`src/design/rpp_pkg.sv`:
```
// ----------------------------------------------------------------------------
// rpp_pkg
// Shared types and constants for the RIPv2 packet parser: the byte and result
// transfer payloads, status codes and sizing constants.
// ----------------------------------------------------------------------------
package rpp_pkg;

	// Default limit on route entries in one packet.
	localparam int MAX_ENTRIES_DEF = 25;

	// Depth of the result queue in front of the output port.
	localparam int OQ_DEPTH = 4;

	// Reciprocal of five for a 14-bit dividend: (x * RECIP5) >> RECIP5_SHIFT.
	localparam logic [15:0] RECIP5 = 16'd52429;
	localparam int RECIP5_SHIFT = 18;

	// Result kinds.
	localparam logic KIND_ENTRY  = 1'b0;
	localparam logic KIND_STATUS = 1'b1;

	// Packet status codes.
	localparam logic [3:0] ST_OK     = 4'd0;
	localparam logic [3:0] ST_TRUNC  = 4'd1;
	localparam logic [3:0] ST_CMD    = 4'd2;
	localparam logic [3:0] ST_VER    = 4'd3;
	localparam logic [3:0] ST_ZERO   = 4'd4;
	localparam logic [3:0] ST_SIZE   = 4'd5;
	localparam logic [3:0] ST_FAMILY = 4'd6;
	localparam logic [3:0] ST_TAG    = 4'd7;
	localparam logic [3:0] ST_MASK   = 4'd8;
	localparam logic [3:0] ST_METRIC = 4'd9;

	// RIP command values.
	localparam logic [1:0] CMD_NONE     = 2'd0;
	localparam logic [1:0] CMD_REQUEST  = 2'd1;
	localparam logic [1:0] CMD_RESPONSE = 2'd2;

	// One packet byte.
	typedef struct packed {
		logic [7:0] data_byte;
		logic       last;
	} in_item_t;

	// One result: a route entry or the closing packet status.
	typedef struct packed {
		logic        kind;
		logic [1:0]  command;
		logic [31:0] route_addr;
		logic [31:0] route_mask;
		logic [31:0] next_hop;
		logic [31:0] route_metric;
		logic [4:0]  entry_index;
		logic [4:0]  entry_count;
		logic [3:0]  status;
		logic        packet_end;
	} out_item_t;

endpackage

```
`src/design/rpp_count.sv`:
```
// ----------------------------------------------------------------------------
// rpp_count
// Entry count implied by the IP total length and header length. Checks that
// the payload after the IP header is 12 bytes plus a whole number of 20-byte entries within
// the entry limit. Two steps: reciprocal multiply, then check.
// ----------------------------------------------------------------------------
module rpp_count #(
	parameter int MAX_ENTRIES = rpp_pkg::MAX_ENTRIES_DEF
) (
	input  logic        clk,
	input  logic        en,
	input  logic [15:0] tot,
	input  logic [5:0]  hl,
	output logic        ok,
	output logic [4:0]  count
);
	import rpp_pkg::*;

	logic [16:0] need;
	logic [16:0] rem;
	logic [13:0] x;
	logic [29:0] prod;

	logic [29:0] prod_q;
	logic [13:0] x_q;
	logic [1:0]  low_q;
	logic        neg_q;

	logic [11:0] quo;
	logic [13:0] quo5;

	// Remaining payload after the RIP header, in groups of four bytes.
	always_comb begin
		need = {11'd0, hl} + 17'd12;
		rem  = {1'b0, tot} - need;
		x    = rem[15:2];
		prod = 30'(x) * 30'(RECIP5);
	end

	// Product register.
	always_ff @(posedge clk) begin
		if (en) begin
			prod_q <= prod;
			x_q    <= x;
			low_q  <= rem[1:0];
			neg_q  <= rem[16];
		end
	end

	// Quotient by twenty, remainder check and limit check.
	always_comb begin
		quo   = prod_q[29:RECIP5_SHIFT];
		quo5  = {quo, 2'b00} + {2'b00, quo};
		ok    = !neg_q && (low_q == 2'b00) && (quo5 == x_q) &&
			(quo <= 12'(MAX_ENTRIES));
		count = ok ? quo[4:0] : 5'd0;
	end

endmodule

```
`src/design/rpp_out_queue.sv`:
```
// ----------------------------------------------------------------------------
// rpp_out_queue
// Small result queue in front of the output port. Takes up to two results in
// one cycle, in order, and hands out one result per transfer.
// ----------------------------------------------------------------------------
module rpp_out_queue (
	input  logic               clk,
	input  logic               arst_n,
	input  logic               push0,
	input  rpp_pkg::out_item_t item0,
	input  logic               push1,
	input  rpp_pkg::out_item_t item1,
	output logic               room2,
	output logic               valid,
	input  logic               stall,
	output rpp_pkg::out_item_t data
);
	import rpp_pkg::*;

	localparam int AW = $clog2(OQ_DEPTH);
	localparam int CW = $clog2(OQ_DEPTH + 1);

	out_item_t         mem_q [OQ_DEPTH];
	logic [AW-1:0]     wr_q;
	logic [AW-1:0]     rd_q;
	logic [CW-1:0]     cnt_q;
	logic              pop;
	logic [AW-1:0]     wr_next;
	logic [CW-1:0]     n_push;

	always_comb begin
		pop     = (cnt_q != '0) && !stall;
		wr_next = wr_q + AW'(1);
		n_push  = CW'(push0) + CW'(push1);
		room2   = cnt_q <= CW'(OQ_DEPTH - 2);
		valid   = cnt_q != '0;
		data    = mem_q[rd_q];
	end

	// Storage: the second result goes behind the first.
	always_ff @(posedge clk) begin
		if (push0) begin
			mem_q[wr_q] <= item0;
		end
		if (push1) begin
			mem_q[wr_next] <= item1;
		end
	end

	// Pointers and fill count.
	always_ff @(posedge clk or negedge arst_n) begin
		if (!arst_n) begin
			wr_q  <= '0;
			rd_q  <= '0;
			cnt_q <= '0;
		end else begin
			wr_q  <= wr_q + AW'(n_push);
			cnt_q <= cnt_q + n_push - CW'(pop);
			if (pop) begin
				rd_q <= rd_q + AW'(1);
			end
		end
	end

endmodule

```
`src/design/rip_packet_parser.sv`:
```
// ----------------------------------------------------------------------------
// rip_packet_parser
// Parses an IPv4/UDP/RIPv2 packet one byte per transfer, checks the RIP
// header and each route entry, and reports valid entries and a closing status.
// ----------------------------------------------------------------------------
//
//  channel   | signals                                | moves
//  ----------+----------------------------------------+--------------------------
//  byte      | byte_valid, byte_stall, byte_data      | one packet byte + last
//  result    | result_valid, result_stall, result_data| route entry or status
//
// One byte is taken every cycle while byte_stall is low. A byte's results pass
// the input register, parse stage and entry count multiply registers and then
// wait in a four-deep queue. A byte that closes an entry and the packet gives
// two results. byte_stall rises only when the queue has fewer than two free
// slots. Reset clears the packet state, except the entry bytes, and empties the queue.
// ----------------------------------------------------------------------------
module rip_packet_parser #(
	parameter int MAX_ENTRIES = rpp_pkg::MAX_ENTRIES_DEF
) (
	input  logic               clk,
	input  logic               arst_n,
	input  logic               byte_valid,
	output logic               byte_stall,
	input  rpp_pkg::in_item_t  byte_data,
	output logic               result_valid,
	input  logic               result_stall,
	output rpp_pkg::out_item_t result_data
);
	import rpp_pkg::*;

	// Pipeline control.
	logic       en;
	logic       proc;

	// Input register.
	logic       valid_s1;
	in_item_t   data_s1;

	// Packet state.
	logic [15:0]           off_q;
	logic [5:0]            hlen_q;
	logic [15:0]           tlen_q;
	logic [1:0]            cmd_q;
	logic [3:0][3:0][7:0]  ent_q;
	logic [4:0]            done_q;
	logic [3:0]            err_q;
	logic [4:0]            pos_q;

	// Updated state before the end-of-packet clear.
	logic [15:0]           u_off;
	logic [5:0]            u_hlen;
	logic [15:0]           u_tlen;
	logic [1:0]            u_cmd;
	logic [3:0][3:0][7:0]  u_ent;
	logic [4:0]            u_done;
	logic [3:0]            u_err;
	logic [4:0]            u_pos;

	logic [7:0]  b;
	logic        in_range;
	logic [16:0] d;
	logic [15:0] dl;
	logic        past_hdr;
	logic [3:0]  idx;
	logic [31:0] inv;
	logic        ent_fire;
	logic [3:0]  st_code;
	logic        size_ok;

	// Parse stage results.
	logic        ent_v_s2;
	logic        sta_v_s2;
	logic [1:0]  cmd_s2;
	logic [3:0][31:0] words_s2;
	logic [4:0]  idx_s2;
	logic [3:0]  code_s2;
	logic [15:0] tot_s2;
	logic [5:0]  hl_s2;
	logic        ge4_s2;

	// Count stage results.
	logic        ent_v_s3;
	logic        sta_v_s3;
	logic [1:0]  cmd_s3;
	logic [3:0][31:0] words_s3;
	logic [4:0]  idx_s3;
	logic [3:0]  code_s3;
	logic        ge4_s3;

	logic        res_ok;
	logic [4:0]  res_count;
	logic [4:0]  cnt_out;
	out_item_t   ent_item;
	out_item_t   sta_item;
	logic        room2;

	// The whole pipeline moves when the queue can take two results.
	always_comb begin
		en         = room2;
		proc       = valid_s1 && en;
		byte_stall = valid_s1 && !en;
	end

	// Input register.
	always_ff @(posedge clk or negedge arst_n) begin
		if (!arst_n) begin
			valid_s1 <= 1'b0;
		end else if (!valid_s1 || en) begin
			valid_s1 <= byte_valid;
		end
	end

	always_ff @(posedge clk) begin
		if (!valid_s1 || en) begin
			data_s1 <= byte_data;
		end
	end

	// Size check on the stored lengths, ready well before the RIP header ends.
	rpp_count #(
		.MAX_ENTRIES(MAX_ENTRIES)
	) u_size_chk (
		.clk  (clk),
		.en   (1'b1),
		.tot  (tlen_q),
		.hl   (hlen_q),
		.ok   (size_ok),
		.count()
	);

	// Byte parse: field decode, checks and entry capture.
	always_comb begin
		b        = data_s1.data_byte;
		in_range = (off_q < 16'd4) || (off_q < tlen_q);
		d        = {1'b0, off_q} - {11'd0, hlen_q};
		dl       = d[15:0];
		past_hdr = !d[16] && (dl >= 16'd8);
		idx      = 4'(pos_q - 5'd4);
		inv      = '0;
		ent_fire = 1'b0;

		u_hlen = hlen_q;
		u_tlen = tlen_q;
		u_cmd  = cmd_q;
		u_ent  = ent_q;
		u_done = done_q;
		u_err  = err_q;

		if (in_range) begin
			if (off_q == 16'd0) begin
				u_hlen = {b[3:0], 2'b00};
			end else if (off_q == 16'd2) begin
				u_tlen = {b, 8'h00};
			end else if (off_q == 16'd3) begin
				u_tlen = {tlen_q[15:8], b};
			end else if (err_q == ST_OK && past_hdr) begin
				if (dl == 16'd8) begin
					if (b == 8'(CMD_REQUEST) || b == 8'(CMD_RESPONSE)) begin
						u_cmd = b[1:0];
					end else begin
						u_err = ST_CMD;
					end
				end else if (dl == 16'd9) begin
					if (b != 8'd2) begin
						u_err = ST_VER;
					end
				end else if (dl == 16'd10 || dl == 16'd11) begin
					if (b != 8'd0) begin
						u_err = ST_ZERO;
					end else if (dl == 16'd11 && !size_ok) begin
						u_err = ST_SIZE;
					end
				end else begin
					case (pos_q)
						5'd0: begin
							if (b != 8'd0) begin
								u_err = ST_FAMILY;
							end
						end
						5'd1: begin
							if (b != ((cmd_q == CMD_RESPONSE) ? 8'd2 : 8'd0)) begin
								u_err = ST_FAMILY;
							end
						end
						5'd2, 5'd3: begin
							if (b != 8'd0) begin
								u_err = ST_TAG;
							end
						end
						default: begin
							u_ent[idx[3:2]][~idx[1:0]] = b;
							if (pos_q == 5'd11) begin
								// Mask must be ones followed by zeros.
								inv = ~u_ent[1];
								if ((inv & (inv + 32'd1)) != 32'd0) begin
									u_err = ST_MASK;
								end
							end else if (pos_q == 5'd19) begin
								if (b < 8'd1 || b > 8'd16) begin
									u_err = ST_METRIC;
								end else begin
									ent_fire = 1'b1;
									u_done   = done_q + 5'd1;
								end
							end
						end
					endcase
				end
			end
		end

		// Offset saturates; entry position locks to the start of the entries.
		u_off = (off_q == 16'hffff) ? off_q : off_q + 16'd1;
		if (!d[16] && dl == 16'd11) begin
			u_pos = 5'd0;
		end else if (pos_q == 5'd19) begin
			u_pos = 5'd0;
		end else begin
			u_pos = pos_q + 5'd1;
		end

		// Closing status, truncation first.
		if (u_off < 16'd4 || u_off < u_tlen) begin
			st_code = ST_TRUNC;
		end else if (u_err != ST_OK) begin
			st_code = u_err;
		end else if ({1'b0, u_tlen} < {11'd0, u_hlen} + 17'd12) begin
			st_code = ST_SIZE;
		end else begin
			st_code = ST_OK;
		end
	end

	// Packet state; the last byte returns everything to its reset values.
	always_ff @(posedge clk or negedge arst_n) begin
		if (!arst_n) begin
			off_q  <= '0;
			hlen_q <= '0;
			tlen_q <= '0;
			cmd_q  <= CMD_NONE;
			done_q <= '0;
			err_q  <= ST_OK;
			pos_q  <= '0;
		end else if (proc) begin
			if (data_s1.last) begin
				off_q  <= '0;
				hlen_q <= '0;
				tlen_q <= '0;
				cmd_q  <= CMD_NONE;
				done_q <= '0;
				err_q  <= ST_OK;
				pos_q  <= '0;
			end else begin
				off_q  <= u_off;
				hlen_q <= u_hlen;
				tlen_q <= u_tlen;
				cmd_q  <= u_cmd;
				done_q <= u_done;
				err_q  <= u_err;
				pos_q  <= u_pos;
			end
		end
	end

	// Entry bytes are all rewritten before an entry is reported.
	always_ff @(posedge clk) begin
		if (proc) begin
			ent_q <= u_ent;
		end
	end

	// Parse stage register.
	always_ff @(posedge clk or negedge arst_n) begin
		if (!arst_n) begin
			ent_v_s2 <= 1'b0;
			sta_v_s2 <= 1'b0;
		end else if (en) begin
			ent_v_s2 <= proc && ent_fire;
			sta_v_s2 <= proc && data_s1.last;
		end
	end

	always_ff @(posedge clk) begin
		if (en) begin
			cmd_s2   <= u_cmd;
			words_s2 <= u_ent;
			idx_s2   <= done_q;
			code_s2  <= st_code;
			tot_s2   <= u_tlen;
			hl_s2    <= u_hlen;
			ge4_s2   <= u_off >= 16'd4;
		end
	end

	// Entry count for the reported results.
	rpp_count #(
		.MAX_ENTRIES(MAX_ENTRIES)
	) u_res_count (
		.clk  (clk),
		.en   (en),
		.tot  (tot_s2),
		.hl   (hl_s2),
		.ok   (res_ok),
		.count(res_count)
	);

	// Count stage register.
	always_ff @(posedge clk or negedge arst_n) begin
		if (!arst_n) begin
			ent_v_s3 <= 1'b0;
			sta_v_s3 <= 1'b0;
		end else if (en) begin
			ent_v_s3 <= ent_v_s2;
			sta_v_s3 <= sta_v_s2;
		end
	end

	always_ff @(posedge clk) begin
		if (en) begin
			cmd_s3   <= cmd_s2;
			words_s3 <= words_s2;
			idx_s3   <= idx_s2;
			code_s3  <= code_s2;
			ge4_s3   <= ge4_s2;
		end
	end

	// Result assembly.
	always_comb begin
		cnt_out = (res_ok && ge4_s3) ? res_count : 5'd0;

		ent_item              = '0;
		ent_item.kind         = KIND_ENTRY;
		ent_item.command      = cmd_s3;
		ent_item.route_addr   = words_s3[0];
		ent_item.route_mask   = words_s3[1];
		ent_item.next_hop     = words_s3[2];
		ent_item.route_metric = words_s3[3];
		ent_item.entry_index  = idx_s3;
		ent_item.entry_count  = cnt_out;

		sta_item             = '0;
		sta_item.kind        = KIND_STATUS;
		sta_item.command     = cmd_s3;
		sta_item.entry_count = cnt_out;
		sta_item.status      = code_s3;
		sta_item.packet_end  = 1'b1;
	end

	// Result queue; an entry goes ahead of the status from the same byte.
	rpp_out_queue u_queue (
		.clk   (clk),
		.arst_n(arst_n),
		.push0 (en && (ent_v_s3 || sta_v_s3)),
		.item0 (ent_v_s3 ? ent_item : sta_item),
		.push1 (en && ent_v_s3 && sta_v_s3),
		.item1 (sta_item),
		.room2 (room2),
		.valid (result_valid),
		.stall (result_stall),
		.data  (result_data)
	);

endmodule

```
`config.mk`:
```
export PLATFORM = sky130hd
export DESIGN_NAME = rip_packet_parser
export DESIGN_NICKNAME = d
export VERILOG_FILES = /design/src/design/rpp_pkg.sv /design/src/design/rpp_count.sv /design/src/design/rpp_out_queue.sv /design/src/design/rip_packet_parser.sv
export SDC_FILE = /design/constraint.sdc
export NUM_CORES = 2
export LEC_CHECK = 0
export ABC_AREA = 1
export ABC_CLOCK_PERIOD_IN_PS = 27100
export BUFFER_PORTS_ARGS = -buffer_cell sky130_fd_sc_hd__buf_4
export CORE_AREA = 2 2 348 350
export CTS_CLUSTER_DIAMETER = 150
export DETAILED_ROUTE_END_ITERATION = 6
export DIE_AREA = 0 0 350 352
export GPL_TIMING_DRIVEN = 0
export MAX_ROUTING_LAYER = met4
export PLACE_DENSITY = 0.71
export SLEW_MARGIN = 10
export SYNTH_ARGS = -nofsm -noshare
export SYNTH_HDL_FRONTEND = slang
export SYNTH_HIERARCHICAL = 1
export SYNTH_SLANG_ARGS = --single-unit
```
`constraint.sdc`:
```
create_clock -name clk -period 27.1 [get_ports clk]
set_input_delay 1.355 -clock clk [delete_from_list [all_inputs] [get_ports clk]]
set_output_delay 1.355 -clock clk [all_outputs]
set_load 0.02 [all_outputs]
```
# Yosys cells after proc, flatten, opt, wreduce, memory -nomap -nowiden
# Memories as Yosys holds them, arrays and structs flattened.
# Cells that the tools add are included.
[word_totals]
regBits = 599
ramBits = 584
inputBits = 13
out_inout_bits = 148
word_cells = 269
memories = 1
[op_classes]
add_sub_neg = 19
n_mul = 2
order_cmp = 16
eq_ne = 28
n_mux = 91
bitwise = 3
n_reduce_logical = 50
[mem_list]
columns = ["name", "depth", "width", "read_ports", "rd_ports_with_merged_regs", "write_ports", "line_no", "source"]
rows = [
  ["u_queue.mem_q", 4, 146, 1, 0, 2, "rpp_out_queue.sv:23", "out_item_t mem_q [OQ_DEPTH];"],
]
[ops]
columns = ["operator", "count"]
rows = [
  ["$mux 128", 9],
  ["$mux 146", 1],
  ["$bwmux 128", 1],
  ["$mux 16", 6],
  ["$mux 5", 18],
  ["$mux 4", 21],
  ["$demux 32 s2", 1],
  ["$eq 16x4->1 const B", 4],
  ["$mul 14x16->30 const B", 2],
  ["$add 32x1->32 const B", 1],
  ["$and 32x32->32", 1],
  ["$eq 16x2->1 const B", 2],
  ["$lt 16x16->1", 2],
  ["$lt 16x3->1 const B", 2],
  ["$mux 32", 1],
  ["$not 32->32", 1],
  ["$reduce_bool 32->1", 1],
  ["$add 14x12->14", 2],
  ["$eq 14x14->1", 2],
  ["$le 12x5->1 const B", 2],
  ["$add 6x4->7 const B", 3],
  ["$logic_and 1x1->1", 21],
  ["$mux 2", 9],
  ["$mux 6", 3],
  ["50 further kinds", 93],
]

# Logic depth before layout (Yosys ltp)
[depth]
depth_word = 26
ltp_mapped = 37
mapped_depth_nobuf = 37

# Modules after synthesis
# The synthesis kept the hierarchy.
[by_module_without_submodules]
columns = ["module", "instances", "cells_per_inst", "area_per_inst_um2", "seq_area_each_um2"]
rows = [
  ["rpp_out_queue", 1, 3354, 29539.6, 17712.0],
  ["rip_packet_parser", 1, 2148, 23019.6, 14659.1],
  ["rpp_count (u_res_count)", 1, 809, 6344.8, 870.8],
  ["rpp_count (u_size_chk)", 1, 797, 6282.3, 870.8],
]

# Least setup slack after synthesis
# Ideal clock, no wire load.
[synth_timing]
path_type = "register to register"
startpoint = "register u_queue.cnt_q[2]"
endpoint = "register ent_q[0] (netlist bit), enable pin"
setup_ps = 543
arrival_time_ps = 23591
required_time_ps = 26557
slack_ps = 2966
stages_incl_launch_ff = 5
n_path_buf = 1
period_less_slack_ps = 24134
cell_sequence = "dfrtp_1 -> a21oi_1 -> nand2_1 -> inv_2 -> clkbuf_1"
[synth_via]
elab_chain_len = 2
[synth_lines]
columns = ["element", "line_no", "source"]
rows = [
  ["from (decl)", "rpp_out_queue.sv:26", "logic [CW-1:0] cnt_q;"],
  ["from (signal assigned)", "rpp_out_queue.sv:58", "cnt_q <= cnt_q + n_push - CW'(pop);"],
  ["$le 3x2->1", "rpp_out_queue.sv:35", "room2 = cnt_q <= CW'(OQ_DEPTH - 2);"],
  ["net en", "rip_packet_parser.sv:33", "logic en;"],
  ["$logic_and 1x1->1", "rip_packet_parser.sv:101", "proc = valid_s1 && en;"],
  ["net proc", "rip_packet_parser.sv:34", "logic proc;"],
  ["to (signal assigned)", "rip_packet_parser.sv:269", "ent_q <= u_ent;"],
  ["to (decl)", "rip_packet_parser.sv:45", "logic [3:0][3:0][7:0] ent_q;"],
]
# The timed path passes the listed nets, and every way through them passes these cells.
# A chain may end at the register's enable or synchronous reset.

# Final worst setup path
[layout_timing]
startpoint = "register tot_s2[1]"
endpoint = "register u_res_count.prod_q[29], data pin"
[layout_via]
elab_chain_len = 2
[layout_lines]
columns = ["element", "line_no", "source"]
rows = [
  ["from (decl)", "rip_packet_parser.sv:78", "logic [15:0] tot_s2;"],
  ["from (signal assigned)", "rip_packet_parser.sv:290", "tot_s2 <= u_tlen;"],
  ["$sub 16x17->17", "rpp_count.sv:35", "rem = {1'b0, tot} - need;"],
  ["net u_res_count.rem[9]", "rpp_count.sv:20", "logic [16:0] rem;"],
  ["$mul 14x16->30", "rpp_count.sv:37", "prod = 30'(x) * 30'(RECIP5);"],
  ["net u_res_count.prod[29]", "rpp_count.sv:22", "logic [29:0] prod;"],
  ["to (signal assigned)", "rpp_count.sv:43", "prod_q <= prod;"],
  ["to (decl)", "rpp_count.sv:24", "logic [29:0] prod_q;"],
]
# The timed path passes the listed nets, and every way through them passes these cells.

==> results.yml <==
status:
  status: "finished clean"
hold_path:
  holdCritPathClass: "reg2reg"
  worstHoldStart: "words_s2[77]"
sta:
  hold_viol_final: 0
  setup_tns_ns: 0
  rsz0062_at_grt: "false"
  fmax_mhz: 137.7
  period_share: 0.2679
  clock_skew_ns: 0.04128
  setup_viol: 0
  finalCriticalPeriod_ns: 7.260
  slew_viol_final: 0
  slew-limit-headroom: 0.1179
  worst_pin_slew_ns: 1.323
flow_run:
  max_cap_viol_count: 0
clock_network:
  clkSinkCount: 1147
  clkTransAtPathRegs_ns: 0.06
  cts_htree_levels: 3
  clockBufferDepth: 3
  cts_hold_buf: 0
  cts_setup_buffers: 0
  cts_made_buffers: 116
  clk_latency_ns: 0.73
  cts_root_buf: "clkbuf_16"
  cts_resized: 0
  cts_tree: "built"
die:
  core_region_area_um2: 119300
  fp.dieArea_um2: 123200
  die_h_um: 352
  num_io_pins: 161
  start_util: 0.5460
  die_w_um: 350
  num_rows: 127
grt:
  track_usage: 0.2990
  grt_pass1_vias: 47960
  antenna_found_initial: 5
  grt_pass1_wl_um: 274500
  grt_remaining_overflow: 0
  grt_max_degree: 67
cells_and_area:
  fillers: 9868
  syn_to_final_growth_pct: 12.80
  drive_above_1_share: 0.09131
  fin_nets: 7995
  fin_area_um2: 73500
synthesis:
  synth_area_um2: 65160
  synth.avg_cell_area_um2: 9.176
  yosysWarnings: 6
  syn_inst: 7101
worst_setup_path:
  critPathKind: "reg2reg"
  cp_data_arrival_time_ns: 7.73
  critPathMaxFanout: 4
  end_kind: "flip-flop"
  timing.rr.start: "tot_s2[1]"
  cp.required_ns: 27.57
  reg2reg_slack_ns: 19.84
  critPathLaunch: "tot_s2[1]"
  startpoint_type: "flip-flop"
route:
  dr.max_layer_used: "met4"
  route.met2.wl_um: 84320
  dr.first_iter.drc_count: 5484
  wl_per_cell_um: 19.46
  totalWireLength_um: 180600
  wl_met1_um: 73090
  drc_errors: 0
  dr_total_vias: 50260
  first_pass_iters: 6
  vias_per_cell: 5.416
  wl_met3_um: 16140
  drtAntennaViolNets: 0
place:
  numPortBuffers: 160
  dpl.hpwl_um: 129300
  gp_congestion: 0.9544
  dpl-instance-area_um2: 69700
[sequential cells by signal, summed over array words and instances, names as in the netlist, 14 cells and up]
| signal | count |
|---|---|
| ent_item | 128 |
| off_q | 16 |
| u_size_chk/prod_q | 14 |
| u_res_count/prod_q | 14 |
| words_s2 | 128 |
| tlen_q | 16 |
| ent_q | 128 |
| u_queue/mem_q | 584 |
| tot_s2 | 16 |
[metal layers]
layer,vias up,track usage
li1,24070,-
met1,23500,0.3942
met2,2277,0.4709
met3,410,0.04351
met4,0,0.1108
met5,-,-
[worst paths after layout]
check                                         end  depth (start not counted)
max in group asynchronous         u_queue/rd_q[0]                          1
min in group asynchronous                valid_s1                          1
hold reg to reg                      ent_item[60]                          0
hold / removal                       ent_item[60]                          0
setup reg to reg           u_res_count/prod_q[29]                         27
setup / recovery           u_res_count/prod_q[29]                         27
[metrics by stage]
step	std cells	hold slack, ns	worst slack (ns)	utilization
after floorplan	7263	0.4003	2.966	-
after global placement	9035	0.4004	-10.69	0.5781
after detailed placement	9062	0.4045	19.94	0.5840
after CTS	9278	0.3954	19.91	0.6159
after global routing	9279	0.4031	19.56	0.6159
final	9279	0.3897	19.84	0.6159
[layout by cell type, fill, tap and decap left out, types with 13 or more instances in the layout]
master,instances
a21oi_1,120
a31oi_1,19
buf_1,17
buf_12,13
buf_16,15
buf_2,120
buf_4,172
buf_6,19
bufinv_16,13
clkbuf_1,125
clkbuf_16,116
clkinv_1,29
clkinv_2,20
conb_1,164
dfrtp_1,66
edfxtp_1,1081
fa_1,111
ha_1,303
inv_1,1094
inv_2,33
mux2i_1,84
nand2_1,1795
nand2_2,47
nand3_1,136
nand4_1,28
nor2_1,552
nor2_2,16
nor3_1,32
nor4_1,15
o21ai_0,643
o21ai_1,372
o22ai_1,39
xnor2_1,20
xor2_1,53
[critical path: stages (launching register included)]
cell and delay, ns:
edfxtp_1 0.36, ha_1 0.30, ha_1 0.22, fa_1 0.46
nand3_1 0.12, nand2_2 0.09, a21boi_4 0.22, nand2_1 0.10
xnor2_1 0.73, ha_1 0.39, inv_1 0.09, fa_1 0.49
fa_1 0.41, fa_1 0.49, inv_1 0.06, fa_1 0.52
inv_1 0.06, fa_1 0.50, inv_1 0.04, ha_1 0.33
a21oi_1 0.17, inv_1 0.07, a31oi_1 0.19, o21ai_0 0.19
a21oi_1 0.17, nand2_1 0.12, nand3_1 0.09, nand2_1 0.06
[cell type report]
class                      instances  area [um2]  area share
clock inverter                    76       809.5     0.01101
buffer                           283        1455     0.01980
clock buffer                     140        2993     0.04072
antenna                            1       2.502  0.00003405
tap                             1612        2017     0.02744
multi-input combinational       4701       26000      0.3537
inverter                        1132        4257     0.05791
sequential                      1147       34110      0.4641
timing repair buffer             187        1854     0.02523
Power is not shown: default switching activity piles up to over one toggle a cycle in this logic, so the estimate is an artifact.
